### config.mk
export PLATFORM = sky130hd
export DESIGN_NAME = crlf_framed_pose_deframer_top
export DESIGN_NICKNAME = d
export VERILOG_FILES = /design/src/sv/crlfd_pkg.sv /design/src/sv/crlfd_parser.sv /design/src/sv/crlf_framed_pose_deframer_top.sv
export SDC_FILE = /design/constraint.sdc
export NUM_CORES = 1
export LEC_CHECK = 0
export BUFFER_PORTS_ARGS = -buffer_cell sky130_fd_sc_hd__buf_2
export CAP_MARGIN = 20
export CORE_AREA = 5 5 240 242
export DETAILED_ROUTE_END_ITERATION = 12
export DIE_AREA = 0 0 245 247
export GPL_TIMING_DRIVEN = 1
export PLACE_DENSITY = 0.54
export SLEW_MARGIN = 20
export SYNTH_ARGS = -nofsm -noshare
export SYNTH_HDL_FRONTEND = slang
export SYNTH_SLANG_ARGS = --single-unit
### constraint.sdc
create_clock -name clock -period 11.9 [get_ports clock]
set_input_delay 1.19 -clock clock [delete_from_list [all_inputs] [get_ports clock]]
set_output_delay 1.19 -clock clock [all_outputs]
set_load 0.01 [all_outputs]
### src/sv/crlfd_pkg.sv
// Shared constants and types for the CRLF-framed pose deframer.
package crlfd_pkg;

   // Framing bytes
   localparam logic [7:0] CharCr = 8'h0D;
   localparam logic [7:0] CharLf = 8'h0A;

   // Payload geometry
   localparam int unsigned PayloadLen = 24;
   localparam int unsigned WordCount  = 6;
   localparam int unsigned IndexWidth = 5;

   // One decoded pose frame, six little-endian float bit patterns
   typedef struct packed {
      logic [31:0] z_angle_bits;
      logic [31:0] x_angle_bits;
      logic [31:0] y_angle_bits;
      logic [31:0] pos_x_bits;
      logic [31:0] pos_y_bits;
      logic [31:0] yaw_rate_bits;
   } pose_type;

   // Parser status toward the top level
   typedef struct packed {
      logic                  frame_done;
      logic [IndexWidth-1:0] payload_index;
   } parse_status_type;

endpackage

### src/sv/crlfd_parser.sv
// Frame parser: header/trailer state machine and payload byte store.
module crlfd_parser (
   input  logic                        clock,
   input  logic                        reset,
   input  logic                        byte_transfer,
   input  logic [7:0]                  rx_byte,
   output crlfd_pkg::parse_status_type status,
   output crlfd_pkg::pose_type         pose
);

   typedef enum logic [2:0] {
      HUNT_CR   = 3'd0,
      EXPECT_LF = 3'd1,
      COLLECT   = 3'd2,
      TRAIL_LF  = 3'd3,
      TRAIL_CR  = 3'd4
   } phase_type;

   localparam logic [crlfd_pkg::IndexWidth-1:0] LastIndex =
      crlfd_pkg::IndexWidth'(crlfd_pkg::PayloadLen - 1);

   phase_type                          phase_ff, phase_in;
   logic [crlfd_pkg::IndexWidth-1:0]   index_ff, index_in;
   logic                               store_shift;
   logic [7:0]                         payload_ff [crlfd_pkg::PayloadLen];

   // Next phase and payload count per received byte
   always_comb begin
      phase_in    = phase_ff;
      index_in    = index_ff;
      store_shift = 1'b0;
      if (byte_transfer) begin
         case (phase_ff)
            HUNT_CR: begin
               phase_in = (rx_byte == crlfd_pkg::CharCr) ? EXPECT_LF : HUNT_CR;
            end
            EXPECT_LF: begin
               if (rx_byte == crlfd_pkg::CharLf) begin
                  index_in = '0;
                  phase_in = COLLECT;
               end else if (rx_byte != crlfd_pkg::CharCr) begin
                  phase_in = HUNT_CR;
               end
            end
            COLLECT: begin
               if (index_ff < LastIndex) begin
                  store_shift = 1'b1;
                  index_in    = index_ff + 1'b1;
               end else begin
                  // last payload byte, or a count that should never get here
                  store_shift = (index_ff == LastIndex);
                  index_in    = '0;
                  phase_in    = TRAIL_LF;
               end
            end
            TRAIL_LF: begin
               phase_in = (rx_byte == crlfd_pkg::CharLf) ? TRAIL_CR : HUNT_CR;
            end
            TRAIL_CR: begin
               phase_in = HUNT_CR;
            end
            default: begin
               phase_in = HUNT_CR;
            end
         endcase
      end
   end

   // Control state
   always_ff @(posedge clock) begin
      if (reset) begin
         phase_ff <= HUNT_CR;
         index_ff <= '0;
      end else begin
         phase_ff <= phase_in;
         index_ff <= index_in;
      end
   end

   // Payload store: bytes shift down so the first byte ends at entry 0
   always_ff @(posedge clock) begin
      if (store_shift) begin
         for (int i = 0; i < crlfd_pkg::PayloadLen - 1; i++) begin
            payload_ff[i] <= payload_ff[i+1];
         end
         payload_ff[crlfd_pkg::PayloadLen-1] <= rx_byte;
      end
   end

   // Good trailer completes on this byte
   assign status.frame_done = byte_transfer && (phase_ff == TRAIL_CR) &&
                              (rx_byte == crlfd_pkg::CharCr);
   assign status.payload_index = index_ff;

   // Little-endian word assembly
   assign pose.z_angle_bits  = {payload_ff[3],  payload_ff[2],  payload_ff[1],  payload_ff[0]};
   assign pose.x_angle_bits  = {payload_ff[7],  payload_ff[6],  payload_ff[5],  payload_ff[4]};
   assign pose.y_angle_bits  = {payload_ff[11], payload_ff[10], payload_ff[9],  payload_ff[8]};
   assign pose.pos_x_bits    = {payload_ff[15], payload_ff[14], payload_ff[13], payload_ff[12]};
   assign pose.pos_y_bits    = {payload_ff[19], payload_ff[18], payload_ff[17], payload_ff[16]};
   assign pose.yaw_rate_bits = {payload_ff[23], payload_ff[22], payload_ff[21], payload_ff[20]};

endmodule

### src/sv/crlf_framed_pose_deframer_top.sv
// Top level of the CRLF-framed pose deframer with its result register.
//
// Usage:
//   The req_ channel carries one received serial byte per transfer. The
//   parser hunts for CR LF (extra CRs before the LF are fine), collects 24
//   payload bytes and checks for the trailer LF CR. A frame with a good
//   trailer produces one rsp_ transfer of six 32-bit float bit patterns,
//   assembled little-endian from the payload. Bad framing drops the frame
//   and the parser resumes hunting; no result is produced for it.
//   Throughput: one byte per cycle while req_stall is low; the frame-done
//   decode is combinational logic in front of the result register.
//   Latency: the result is valid the cycle after the closing CR transfer
//   when the result register is free.
//   Stall: a result that completes while the result register is held by
//   rsp_stall waits in a spare register and moves up once the held result
//   is taken. req_stall is high only while the spare is occupied.
//   Reset: synchronous; the parser returns to hunting and both result
//   registers empty. Payload bytes are not cleared.
module crlf_framed_pose_deframer_top (
   input  logic        clock,
   input  logic        reset,
   input  logic        req_valid,
   output logic        req_stall,
   input  logic [7:0]  req_rx_byte,
   output logic        rsp_valid,
   input  logic        rsp_stall,
   output logic [31:0] rsp_z_angle_bits,
   output logic [31:0] rsp_x_angle_bits,
   output logic [31:0] rsp_y_angle_bits,
   output logic [31:0] rsp_pos_x_bits,
   output logic [31:0] rsp_pos_y_bits,
   output logic [31:0] rsp_yaw_rate_bits
);

   logic                        req_transfer;
   crlfd_pkg::parse_status_type status;
   crlfd_pkg::pose_type         pose;
   crlfd_pkg::pose_type         pose_ff;
   crlfd_pkg::pose_type         spare_ff;
   logic                        rsp_valid_ff, rsp_valid_in;
   logic                        spare_valid_ff, spare_valid_in;
   logic                        load_out;
   logic                        load_from_spare;
   logic                        load_spare;

   // Input side waits only while the spare register is occupied
   assign req_stall    = spare_valid_ff;
   assign req_transfer = req_valid && !req_stall;

   crlfd_parser u_parser (
      .clock         (clock),
      .reset         (reset),
      .byte_transfer (req_transfer),
      .rx_byte       (req_rx_byte),
      .status        (status),
      .pose          (pose)
   );

   // Result register and spare: spare drains first, new frames go behind it
   always_comb begin
      rsp_valid_in    = rsp_valid_ff;
      spare_valid_in  = spare_valid_ff;
      load_out        = 1'b0;
      load_from_spare = 1'b0;
      load_spare      = 1'b0;
      if (!rsp_valid_ff || !rsp_stall) begin
         if (spare_valid_ff) begin
            load_from_spare = 1'b1;
            rsp_valid_in    = 1'b1;
            spare_valid_in  = 1'b0;
         end else begin
            load_out     = status.frame_done;
            rsp_valid_in = status.frame_done;
         end
      end else if (status.frame_done) begin
         load_spare     = 1'b1;
         spare_valid_in = 1'b1;
      end
   end

   always_ff @(posedge clock) begin
      if (reset) begin
         rsp_valid_ff   <= 1'b0;
         spare_valid_ff <= 1'b0;
      end else begin
         rsp_valid_ff   <= rsp_valid_in;
         spare_valid_ff <= spare_valid_in;
      end
   end

   always_ff @(posedge clock) begin
      if (load_from_spare) begin
         pose_ff <= spare_ff;
      end else if (load_out) begin
         pose_ff <= pose;
      end
      if (load_spare) begin
         spare_ff <= pose;
      end
   end

   assign rsp_valid         = rsp_valid_ff;
   assign rsp_z_angle_bits  = pose_ff.z_angle_bits;
   assign rsp_x_angle_bits  = pose_ff.x_angle_bits;
   assign rsp_y_angle_bits  = pose_ff.y_angle_bits;
   assign rsp_pos_x_bits    = pose_ff.pos_x_bits;
   assign rsp_pos_y_bits    = pose_ff.pos_y_bits;
   assign rsp_yaw_rate_bits = pose_ff.yaw_rate_bits;

`ifndef NO_ASSERTIONS
   // A new result only follows a transferred closing CR
   assert property (@(posedge clock) disable iff (reset)
      $rose(rsp_valid_ff) |-> $past(req_transfer && req_rx_byte == crlfd_pkg::CharCr))
      else $error("result appeared without a closing CR transfer");

   // Payload count stays inside the store
   assert property (@(posedge clock) disable iff (reset)
      status.payload_index < crlfd_pkg::IndexWidth'(crlfd_pkg::PayloadLen))
      else $error("payload index out of range");

   // A completed frame always leaves the count at zero
   assert property (@(posedge clock) disable iff (reset)
      status.frame_done |-> status.payload_index == '0)
      else $error("frame completed with payload count not cleared");

   // The spare is only used behind a held result and is never overwritten
   assert property (@(posedge clock) disable iff (reset)
      spare_valid_ff |-> rsp_valid_ff && !status.frame_done)
      else $error("spare result register misused");
`endif

endmodule
# Yosys cells after proc, flatten, opt, wreduce, memory -nomap -nowiden
# Memory sizes are Yosys's and may differ from the RTL's.
# Index checks and enable logic that the tools add are counted.
# op_classes
add_sub_neg	1
mul	0
div	0
magnitude_cmp	1
eq_ne	11
shifts	0
muxes	23
n_bitwise	0
reduce_logical	13
# op_table
operator	n
$mux 192	2
$eq 8x4->1 const B	2
$mux 1	13
$mux 3	4
$pmux 3 s4	1
$mux 5	2
$pmux 5 s2	1
$ne 8x4->1 const B	1
$eq 3x2->1 const B	2
$reduce_and 3->1	2
$add 5x1->5 const B	1
$eq 5x5->1 const B	1
$lt 5x5->1 const B	1
$reduce_bool 2->1	2
$eq 3x1->1 const B	1
$eq 3x3->1 const B	1
$logic_and 1x1->1	3
$logic_not 1->1	3
$logic_not 3->1	1
$ne 3x1->1 const B	1
$ne 2x1->1 const B	1
$ne 2x2->1 const B	1
$reduce_or 2->1	1
$logic_or 1x1->1	1
# word_totals
regBits	394
latch_bits	0
mem_bits_rw	192
rom_bits	0
in_bits	12
n_memories	1
# memory_table
name	depth	word_bits	read_ports	rd_clocked_by_memory_dff	write_ports	line	source
u_parser.payload_ff	24	8	24	0	24	crlfd_parser.sv:25	logic [7:0] payload_ff [crlfd_pkg::PayloadLen];

# Depth between registers and ports, before layout
# Gate-level depths: netlist (run 1).
# logic_depth
word_depth	8
ltp_mapped	5
ltp_nobuf	5

# Modules after synthesis
# From an unflattened synthesis (run 1), not the netlist that was laid out.
# unflattened
cells_unflattened	861
area_unflattened_um2	21160.3
# modules_own_cells
module	instances	cells_each	area_per_inst_um2	seq_area_each_um2
crlf_framed_pose_deframer_top	1	607	14871.8	11571.1
crlfd_parser	1	254	6288.5	5925.7

# Worst setup path after synthesis (run 1)
# Ideal clock, no wire load.
# synth_timing
path_kind	input-to-reg
startpoint	in req_rx_byte[5]
endpoint	reg pose_ff, in the netlist rsp_pos_x_bits[0] (enable)
setup_time_ns	0.807
arrival_ns	11.323
required_ns	11.093
slack_ns	-0.231
cell_stages	4
path_cell_list	or4_4 nor2_1 a41oi_1 a21oi_1
# synth_via
elab_chain_len	5
# synth_rtl
element	line	source
start, declared	crlf_framed_pose_deframer_top.sv:24	input logic [7:0] req_rx_byte,
$eq 8x4->1	crlfd_parser.sv:92	(rx_byte == crlfd_pkg::CharCr);
$logic_and 1x1->1	crlfd_parser.sv:91	assign status.frame_done = byte_transfer && (phase_ff == TRAIL_CR) &&
$mux 1	crlf_framed_pose_deframer_top.sv:67	if (spare_valid_ff) begin
$mux 1	crlf_framed_pose_deframer_top.sv:66	if (!rsp_valid_ff || !rsp_stall) begin
$reduce_bool 2->1 (no source line)	n/a	
end signal, assigned	crlf_framed_pose_deframer_top.sv:93	pose_ff <= spare_ff;
end signal, assigned	crlf_framed_pose_deframer_top.sv:95	pose_ff <= pose;
end, declared	crlf_framed_pose_deframer_top.sv:38	crlfd_pkg::pose_type pose_ff;
# No other way between the ends.
# A chain may end at the register's enable or synchronous reset.

# Final worst setup path (run 1)
# layout_timing
startpoint	in req_rx_byte[5]
endpoint	reg spare_ff[56] (netlist bit) (enable)
# layout_via
elab_chain_len	4
# layout_rtl
element	line	source
$eq 8x4->1	crlfd_parser.sv:92	
$logic_and 1x1->1	crlfd_parser.sv:91	
$mux 1	crlf_framed_pose_deframer_top.sv:75	end else if (status.frame_done) begin
$mux 1	crlf_framed_pose_deframer_top.sv:66	
net load_spare	crlf_framed_pose_deframer_top.sv:44	logic load_spare;
end signal, assigned	crlf_framed_pose_deframer_top.sv:98	spare_ff <= pose;
end, declared	crlf_framed_pose_deframer_top.sv:39	crlfd_pkg::pose_type spare_ff;
# The timed path passes the listed nets, and every way through them passes these cells.

==> metrics.cfg, run 1 <==
[outcome]
status = finished, final reports clean

[floorplanning]
rows = 86
coreArea_um2 = 54900
chipHeight_um = 247
die_w_um = 245
dieArea_um2 = 60500
initial_core_util = 0.367
ios = 206

[cts]
h-tree-depth = 2
clock-root-buffer = clkbuf_16
cts_hold_buf = 0
ctsResizeCount = 0
cts_buffer_depth = 3
path_clk_slew_ns = 0.06
cts_setup_buffers = 0
cts_tree = built
clock_sinks = 586
clock_latency_ns = 0.60
cts-buffers-inserted = 60

[hold_path]
worstHoldEndpoint = spare_ff[165]
min_path_type = flop to flop
min-delay-start = u_parser.payload_ff[0][5]
min_path_cells = 0

[sta]
fin_tns_setup_ns = 0
setup_viol = 0
fmax_mhz = 272
hold_violations = 0
worst_slew_pin_slew_ns = 1.12
slew_violations = 0
relSlewSlack = 0.251
finalCritPeriodShare = 0.309
finalClockSkew_ns = 0.0141
rsz0062_at_grt = no
period_needed_ns = 3.67
hold-worst-slack_ns = 0.447

[synth]
synth-seq-area-share = 0.869
netlist_instances = 860
synth_cell_type_count = 35
synth_top_area_cell = edfxtp_1
synth_edf_count = 576
synth_fp_nets = 873
yosys.area.top_type_share = 0.859
synthArstFlopShare = 0
ys.flop_type = edfxtp_1
synthTopCellsByArea = edfxtp_1 86%, mux2_2 11%, dfxtp_1 0.99%
synthesis.area_um2 = 20100
yosys_warnings = 0
avgSynthCellArea_um2 = 23.4
yosys_register_bits = 586

[drt]
drtIter0Drc = 568
drc = 0
wl_per_cell_um = 19.4
vias = 8719
drt-total-wl_mm = 36.2
drt_first_pass_iters = 4
drtAntennaViolNets = 0
routed_via_density = 4.67

[power_and_ir_drop]
powerDensity_nw_per_um2 = 168
switchingPower_uw = 782
power.leakage_uw = 0.00783
swShare = 0.195
p_int_uw = 3240
seqPwrFrac = 0.555
pwr-share-comb = 0.001
p_clk_frac = 0.444
total_power_uw = 4020
peakVddDrop_mv = 0.114

[global_route]
grt_util_all_layers = 0.117
grt_pass1_wl_mm = 55.4
grt_pass1_vias = 8976
grt_max_degree = 154
grt_overflow = 0
antenna_found_initial = 0

[placed_design]
dp.final_hpwl_mm = 19.6
placed_area_um2 = 22100
port_buffers = 205
gp_congestion = 0.713

[worst_setup_path]
r2r_cells = 4
r2r-end = spare_ff[56]
startpoint_type = input port
crit_fanout = 66
path_class = input port to flop
cp-end-kind = flop
r2r-start = req_stall
r2r_setup_slack_ns = 8.82
worst-endpoint-required_ns = 12.11
arrival_ns = 3.89

[layout]
area_growth_pct = 18.9
fin_nets = 1125
antenna_cells = 0
drive_above_1_share = 0.437
final_area_um2 = 23900

[job]
cap_violations = 0

[power groups by stage]
stage / registers (uW) / logic [uW] / clock network [uW]
6_report: 2230 / 5.19 / 1780
5_1_grt: 2230 / 5.83 / 1930
4_1_cts: 2230 / 5.26 / 1850
3_5_place_dp: 2270 / 5.21 / 0
3_3_place_gp: 2270 / 4.95 / 0
2_1_floorplan: 2270 / 1.98 / 0
[flip-flops by register name, summed over array words and instances (netlist names), 3 cells and up]
name and count:
spare_ff 192, u_parser.payload_ff 192, rsp_pos_x_bits 32, rsp_pos_y_bits 32, rsp_x_angle_bits 32, rsp_y_angle_bits 32
rsp_yaw_rate_bits 32, rsp_z_angle_bits 32, u_parser.index_ff 5, u_parser.phase_ff 3
[through the flow]
step                      std cells  utilization  setup slack (ns)
after detailed placement       1754        0.402              7.54
after floorplan                 860            -             0.380
final                          1866        0.436              8.23
after global placement         1754        0.402              7.54
after global routing           1866        0.436              8.06
after CTS                      1866        0.436              8.20
[worst max-delay path by stage]
stage,from,slack [ns],to,cells after the start
floorplan,req_valid,0.38,u_parser.payload_ff[0][0],3
global placement,req_rx_byte[5],7.54,spare_ff[24],5
detailed placement,req_rx_byte[5],7.54,spare_ff[16],5
CTS,req_rx_byte[5],8.20,spare_ff[28],5
global route,req_rx_byte[5],8.06,spare_ff[60],5
finish,req_rx_byte[5],8.23,spare_ff[56],5
[cells in the mapped netlist, types with 2 or more instances]
| cell type | instances |
|---|---|
| a21oi_1 | 8 |
| clkbuf_1 | 22 |
| dfxtp_1 | 10 |
| edfxtp_1 | 576 |
| mux2_2 | 193 |
| nand2_1 | 3 |
| nand4b_1 | 2 |
| nor2_1 | 6 |
| nor2b_1 | 2 |
| nor3_1 | 2 |
| nor3b_1 | 2 |
| o21ai_0 | 8 |
| or3_1 | 3 |
| or3b_2 | 2 |
[placed cells by master (no fill, tap or decap), drive strengths merged, types with 3 or more instances in the layout]
| cell | instances |
|---|---|
| bufinv | 3 |
| clkinvlp | 6 |
| mux2 | 193 |
| dfxtp | 10 |
| inv | 6 |
| edfxtp | 576 |
| or3 | 3 |
| o21ai | 8 |
| clkbuf | 67 |
| a21oi | 8 |
| buf | 213 |
| nor2 | 6 |
| nand2 | 3 |
| clkinv | 31 |
[final cells by class]
class,instances,area (um2)
clock buffers,67,1550
well taps,704,881
fillers,4746,30900
clock inverters,45,325
inverters,1,3.75
flip-flops and latches,586,17500
multi-input cells,250,2570
repair buffers,213,1110
[cells by family after synthesis]
logic type,share of synthesized area
simple gates,0.00988
buf+inv,0.00447
fa+ha+maj,0.000621
compound gates,0.00746
mux,0.108
flops,0.869
[critical path, cell delays in order]
cell and delay (ns):
buf_2 0.12, or4_4 0.56, nor2_1 0.20, and4_4 0.82, buf_4 0.82
[layer usage]
| layer | vias to the layer above | routed length, um | track usage |
|---|---|---|---|
| met3 | 62 | 2070 | 0.0327 |
| li1 | 3974 | - | - |
| met5 | - | 0 | 0 |
| met4 | 0 | 712 | 0.0315 |
| met2 | 217 | 15900 | 0.172 |
| met1 | 4466 | 17500 | 0.172 |
Note: power is estimated with default switching activity, not from simulation.
==> run 2, diff against run 1 <==
Settings changed: PLACE_DENSITY 0.54 to 0.52.
Clock period 11.9 ns to 3.8 ns, I/O delays scaled along.
==> run 2 against run 1 <==
Compared with the run above: register-to-register slack got worse by 7.5 ns; worst setup slack got worse by 7.1 ns; power rose to 3.1 times the previous value; final cell count rose by 0.86%; die area did not move; clock power rose to 3.1 times the previous value; flip-flop and latch count did not move; cell area rose by 1.1%; clock skew rose by 0.0039 ns; routed wire length rose by 1.9%; critical path depth rose by 2; largest cell class unchanged; largest power group unchanged; highest routed layer unchanged.
==> metrics.cfg, run 2 (synthesis results as in run 1) <==
[outcome]
status = finished, final reports clean

[cts]
ctsResizeCount = 0
cts_setup_buffers = 0
cts-buffers-inserted = 59
cts_buffer_depth = 3
clock-root-buffer = clkbuf_16
clock_latency_ns = 0.60
path_clk_slew_ns = 0.06
cts_tree = built
clock_sinks = 586
h-tree-depth = 2

[global_route]
grt_util_all_layers = 0.119
grt_max_degree = 78
grt_pass1_vias = 8939
grt_overflow = 0
antenna_found_initial = 0
grt_pass1_wl_mm = 56.0

[placed_design]
dp.final_hpwl_mm = 21.7
pre_cts_slack_ns = 1.01
gp_congestion = 0.732
port_buffers = 205

[sta]
fin_ws_ns = 1.11
setup_viol = 0
hold_violations = 0
finalCritPeriodShare = 0.707
relSlewSlack = 0.597
worst_slew_pin_slew_ns = 0.603
finalClockSkew_ns = 0.0180
fmax_mhz = 372
slew_violations = 0
period_needed_ns = 2.69
rsz0062_at_grt = no
fin_tns_setup_ns = 0

[job]
cap_violations = 0

[layout]
reg.largest.list = spare_ff: 192 flops, u_parser.payload_ff: 192 flops
utilization = 0.441
mostFrequentLayoutCells = 576 x edfxtp_1, 205 x buf_2, 193 x mux2_2
final_common_cell = edfxtp_1
drive_above_1_share = 0.432
fin_nets = 1143
antenna_cells = 0
area_growth_pct = 20.2

[power_and_ir_drop]
powerDensity_nw_per_um2 = 515
peakVddDrop_mv = 0.318
total_power_uw = 12500
power.leakage_uw = 0.00792

[worst_setup_path]
path_buf_inv = 3
path_delay_family = buffers and inverters
cpMaxStageDelayCell = or4_4
worst-endpoint-required_ns = 4.07
critPathMaxStageDelay_ns = 0.56
cp-end-kind = flop
crit_fanout = 27
arrival_ns = 2.95
path_class = input port to flop
startpoint_type = input port
path_cells = dlygate4sd3_1 > buf_2 > or4_4 > nor2_4 > a41oi_2 > a21oi_4 > buf_4

[floorplanning]
rows = 86
die_w_um = 245
dieArea_um2 = 60500
ios = 206
coreArea_um2 = 54900
chipHeight_um = 247
initial_core_util = 0.367

[drt]
vias = 8775
drt_first_pass_iters = 4
met2WireLength_mm = 16.1
drt-total-wl_mm = 36.9
maxUsedRoutingLayer = met4
drtAntennaViolNets = 0
met1_length_mm = 17.4
drtIter0Drc = 626
route.met3.wl_mm = 2.48
drc = 0
routed_via_density = 4.66
wl_per_cell_um = 19.6

[hold_path]
min_path_type = input port to flop

==> run 2: cell count changes in the layout (fill, tap and decap cells not counted), moves of 2 or more <==
cell	previous run	this run
clkbuf_16	61	59
clkinvlp_4	6	2
dfxtp_1	10	8
buf_12	2	13
clkinv_2	18	8
dlygate4sd3_1	0	8
dfxtp_2	0	2
clkbuf_1	6	19
clkinv_4	1	3
==> run 2: path summary, 6_finish.rpt <==
| path | start | end | slack [ns] | cells after the start |
|---|---|---|---|---|
| min reg2reg | u_parser.payload_ff[0][7] | spare_ff[167] | 0.45 | 0 |
| min | reset | u_parser.index_ff[0] | 0.09 | 2 |
| max | req_rx_byte[4] | rsp_yaw_rate_bits[24] | 1.11 | 7 |
| max reg2reg | u_parser.phase_ff[2] | u_parser.payload_ff[17][1] | 1.32 | 4 |
==> run 2: metal layers <==
layer | GRT usage | up-vias
met5 | 0 | -
li1 | - | 4014
met3 | 0.0332 | 68
met1 | 0.173 | 4469
met4 | 0.0419 | 0
met2 | 0.175 | 224
==> run 2: what timing repair did <==
action	4_1_cts	5_1_grt
endpoints found under the setup margin	0	0
hold buffers	8	0
endpoints found under the hold margin	8	0
==> run 2: cell type report <==
class | count | area (um2)
Clock inverter | 30 | 239
Sequential cell | 586 | 17500
Multi-Input combinational cell | 250 | 2590
Fill cell | 4743 | 30700
Inverter | 1 | 3.75
Clock buffer | 79 | 1560
Tap cell | 704 | 881
Timing Repair Buffer | 232 | 1410
==> run 2: metrics by stage <==
step / hold WS [ns] / instances / area (um2)
finish: 0.0858 / 1882 / 24200
global route: 0.0683 / 1882 / 24200
CTS: 0.0213 / 1882 / 24200
detailed placement: 0.434 / 1765 / 22300
global placement: 0.432 / 1765 / 22300
floorplan: 0.422 / 860 / 20200
==> run 2: power by group <==
group          internal (uW)  total [uW]  switching [uW]
sequential              6990        6990          0.0255
clock                   3080        5440            2360
combinational           11.6        22.9            11.3
==> run 3, diff against run 2 <==
Settings changed: PLACE_DENSITY 0.52 to 0.54.
Clock period 3.8 ns to 2.4 ns, I/O delays scaled along.
==> run 3 against run 2 <==
Compared with the run above: clock power rose by 56%; worst setup slack lost 0.95 ns; critical endpoint is now rsp_x_angle_bits[12]; highest routed layer unchanged; critical path type unchanged; power increased by 58%.
==> metrics.cfg, run 3 (synthesis results as in run 1) <==
[layout]
fin_nets = 1159
fin_cells = 1893
antenna_cells = 0
mostFrequentLayoutCells = 576 x edfxtp_1, 205 x buf_2, 193 x mux2_2
drive_above_1_share = 0.439
area_growth_pct = 21.4
fillCellCount = 4700
multiInputGateArea_um2 = 2590
reg.largest.list = spare_ff: 192 flops, u_parser.payload_ff: 192 flops
seq_area_um2 = 17500
utilization = 0.445
final_common_cell = edfxtp_1

[worst_setup_path]
arrival_ns = 2.53
path_buf_inv = 4
path_delay_family = buffers and inverters
cp_common_cell = buf_12
r2r_setup_slack_ns = 0.24
path_class = input port to flop
r2r_cells = 5
startpoint_type = input port
critPathMaxStageDelay_ns = 0.57
cpMaxStageDelayCell = or4_4
worst-endpoint-required_ns = 2.69
path_cells = dlygate4sd3_1 > buf_2 > or4_4 > nor2_4 > a41oi_2 > a21oi_4 > buf_12 > buf_12
cp-end-kind = flop
r2r-end = u_parser.payload_ff[3][3]
crit_fanout = 25
r2r-start = u_parser.phase_ff[2]

[placed_design]
gp_congestion = 0.751
pre_cts_slack_ns = 0.0965
placed_cells = 1779
dp.final_hpwl_mm = 23.5
port_buffers = 205

[power_and_ir_drop]
peakVddDrop_mv = 0.598
powerDensity_nw_per_um2 = 803
pwr-share-comb = 0.002
swShare = 0.184
switchingPower_uw = 3610
seqPwrFrac = 0.564
power.leakage_uw = 0.00804
p_int_uw = 16000
p_clk_frac = 0.434

[drt]
routed_via_density = 4.62
route.met3.wl_mm = 2.77
maxUsedRoutingLayer = met4
met2WireLength_mm = 16.0
drt_first_pass_iters = 4
drtAntennaViolNets = 0
vias = 8742
drt-total-wl_mm = 37.1
drc = 0
wl_per_cell_um = 19.6
drtIter0Drc = 532
met1_length_mm = 17.6

[global_route]
grt_util_all_layers = 0.121
grt_pass1_wl_mm = 56.9
grt_overflow = 0
grt_pass1_vias = 9070
grt_max_degree = 72
antenna_found_initial = 0

[cts]
cts_tree = built
cts-buffers-inserted = 59
clock-root-buffer = clkbuf_16
cts_setup_buffers = 0
path_clk_slew_ns = 0.06
clock_sinks = 586
clock_latency_ns = 0.59
h-tree-depth = 2
cts_buffer_depth = 3

[hold_path]
worstHoldEndpoint = rsp_valid
min_path_cells = 3
min_path_type = input port to flop
min-delay-start = req_valid

[sta]
fin_ws_ns = 0.160
setup_viol = 0
hold_violations = 0
period_needed_ns = 2.24
rsz0062_at_grt = no
slew_violations = 0
relSlewSlack = 0.713
fmax_mhz = 446
finalClockSkew_ns = 0.0204
worst_slew_pin_slew_ns = 0.430
finalCritPeriodShare = 0.933
hold-worst-slack_ns = 0.142
fin_tns_setup_ns = 0

[outcome]
status = finished, final reports clean

[floorplanning]
die_w_um = 245
chipHeight_um = 247
dieArea_um2 = 60500
coreArea_um2 = 54900
ios = 206
rows = 86
initial_core_util = 0.367

[job]
cap_violations = 0

-- run 3: changes by cell type in the layout (fill, tap and decap cells not counted), moves of 2 or more --
cell           before  now
buf_12             13   23
clkbuf_1           19   13
buf_4               6   10
clkinv_2            8   11
clkbuf_16          59   61
clkinv_1           11   13
clkinv_4            3    1
dlygate4sd3_1       8   10
inv_6               3    1
-- run 3: cell type report --
| cell class | instances | share of cell area |
|---|---|---|
| clock buffers | 74 | 0.0645 |
| clock inverters | 30 | 0.00896 |
| inverters | 1 | 0.000154 |
| multi-input cells | 250 | 0.106 |
| flip-flops and latches | 586 | 0.716 |
| well taps | 704 | 0.0360 |
| repair buffers | 248 | 0.0680 |
-- run 3: what timing repair did --
action | CTS | global route
hold endpoints to repair | 14 | 0
gates resized for setup | 0 | 0
hold buffers | 10 | 0
setup endpoints to repair | 0 | 0
-- run 3: layer usage --
| layer | vias up | GRT usage |
|---|---|---|
| met4 | 0 | 0.0315 |
| met1 | 4416 | 0.178 |
| met3 | 59 | 0.0428 |
| met2 | 220 | 0.174 |
| met5 | - | 0 |
| li1 | 4047 | - |
-- run 3: metrics by stage --
stage / instance area, um2 / power, uW
CTS: 24400 / 19900
finish: 24400 / 19600
global route: 24400 / 20400
global placement: 22500 / 11300
detailed placement: 22500 / 11300
floorplan: 20200 / 11300
-- run 3: worst register-to-register path: stages (launching register included) --
cell and delay, ns:
dfxtp_1 0.37, or3b_4 0.42, or3_4 0.35, a21oi_4 0.25, buf_12 0.23, buf_4 0.23
-- run 3: worst max-delay path by stage --
stage / startpoint / end / slack [ns] / depth (start not counted)
after global placement: req_rx_byte[5] / rsp_pos_y_bits[16] / 0.11 / 7
final: req_rx_byte[5] / rsp_x_angle_bits[12] / 0.16 / 8
after CTS: req_rx_byte[5] / rsp_z_angle_bits[0] / 0.19 / 8
after floorplan: u_parser.phase_ff[0] / u_parser.payload_ff[0][0] / -2.35 / 3
after detailed placement: req_rx_byte[5] / rsp_pos_y_bits[18] / 0.1 / 7
after global routing: req_rx_byte[5] / rsp_x_angle_bits[20] / 0.09 / 8
-- run 3: power groups by stage --
stage / logic [uW] / clock network, uW / registers, uW
after detailed placement: 28.3 / 0 / 11300
after CTS: 40.9 / 8820 / 11100
final: 40.2 / 8510 / 11100
after global placement: 27.2 / 0 / 11300
after floorplan: 10.8 / 0 / 11300
after global routing: 44.7 / 9310 / 11100
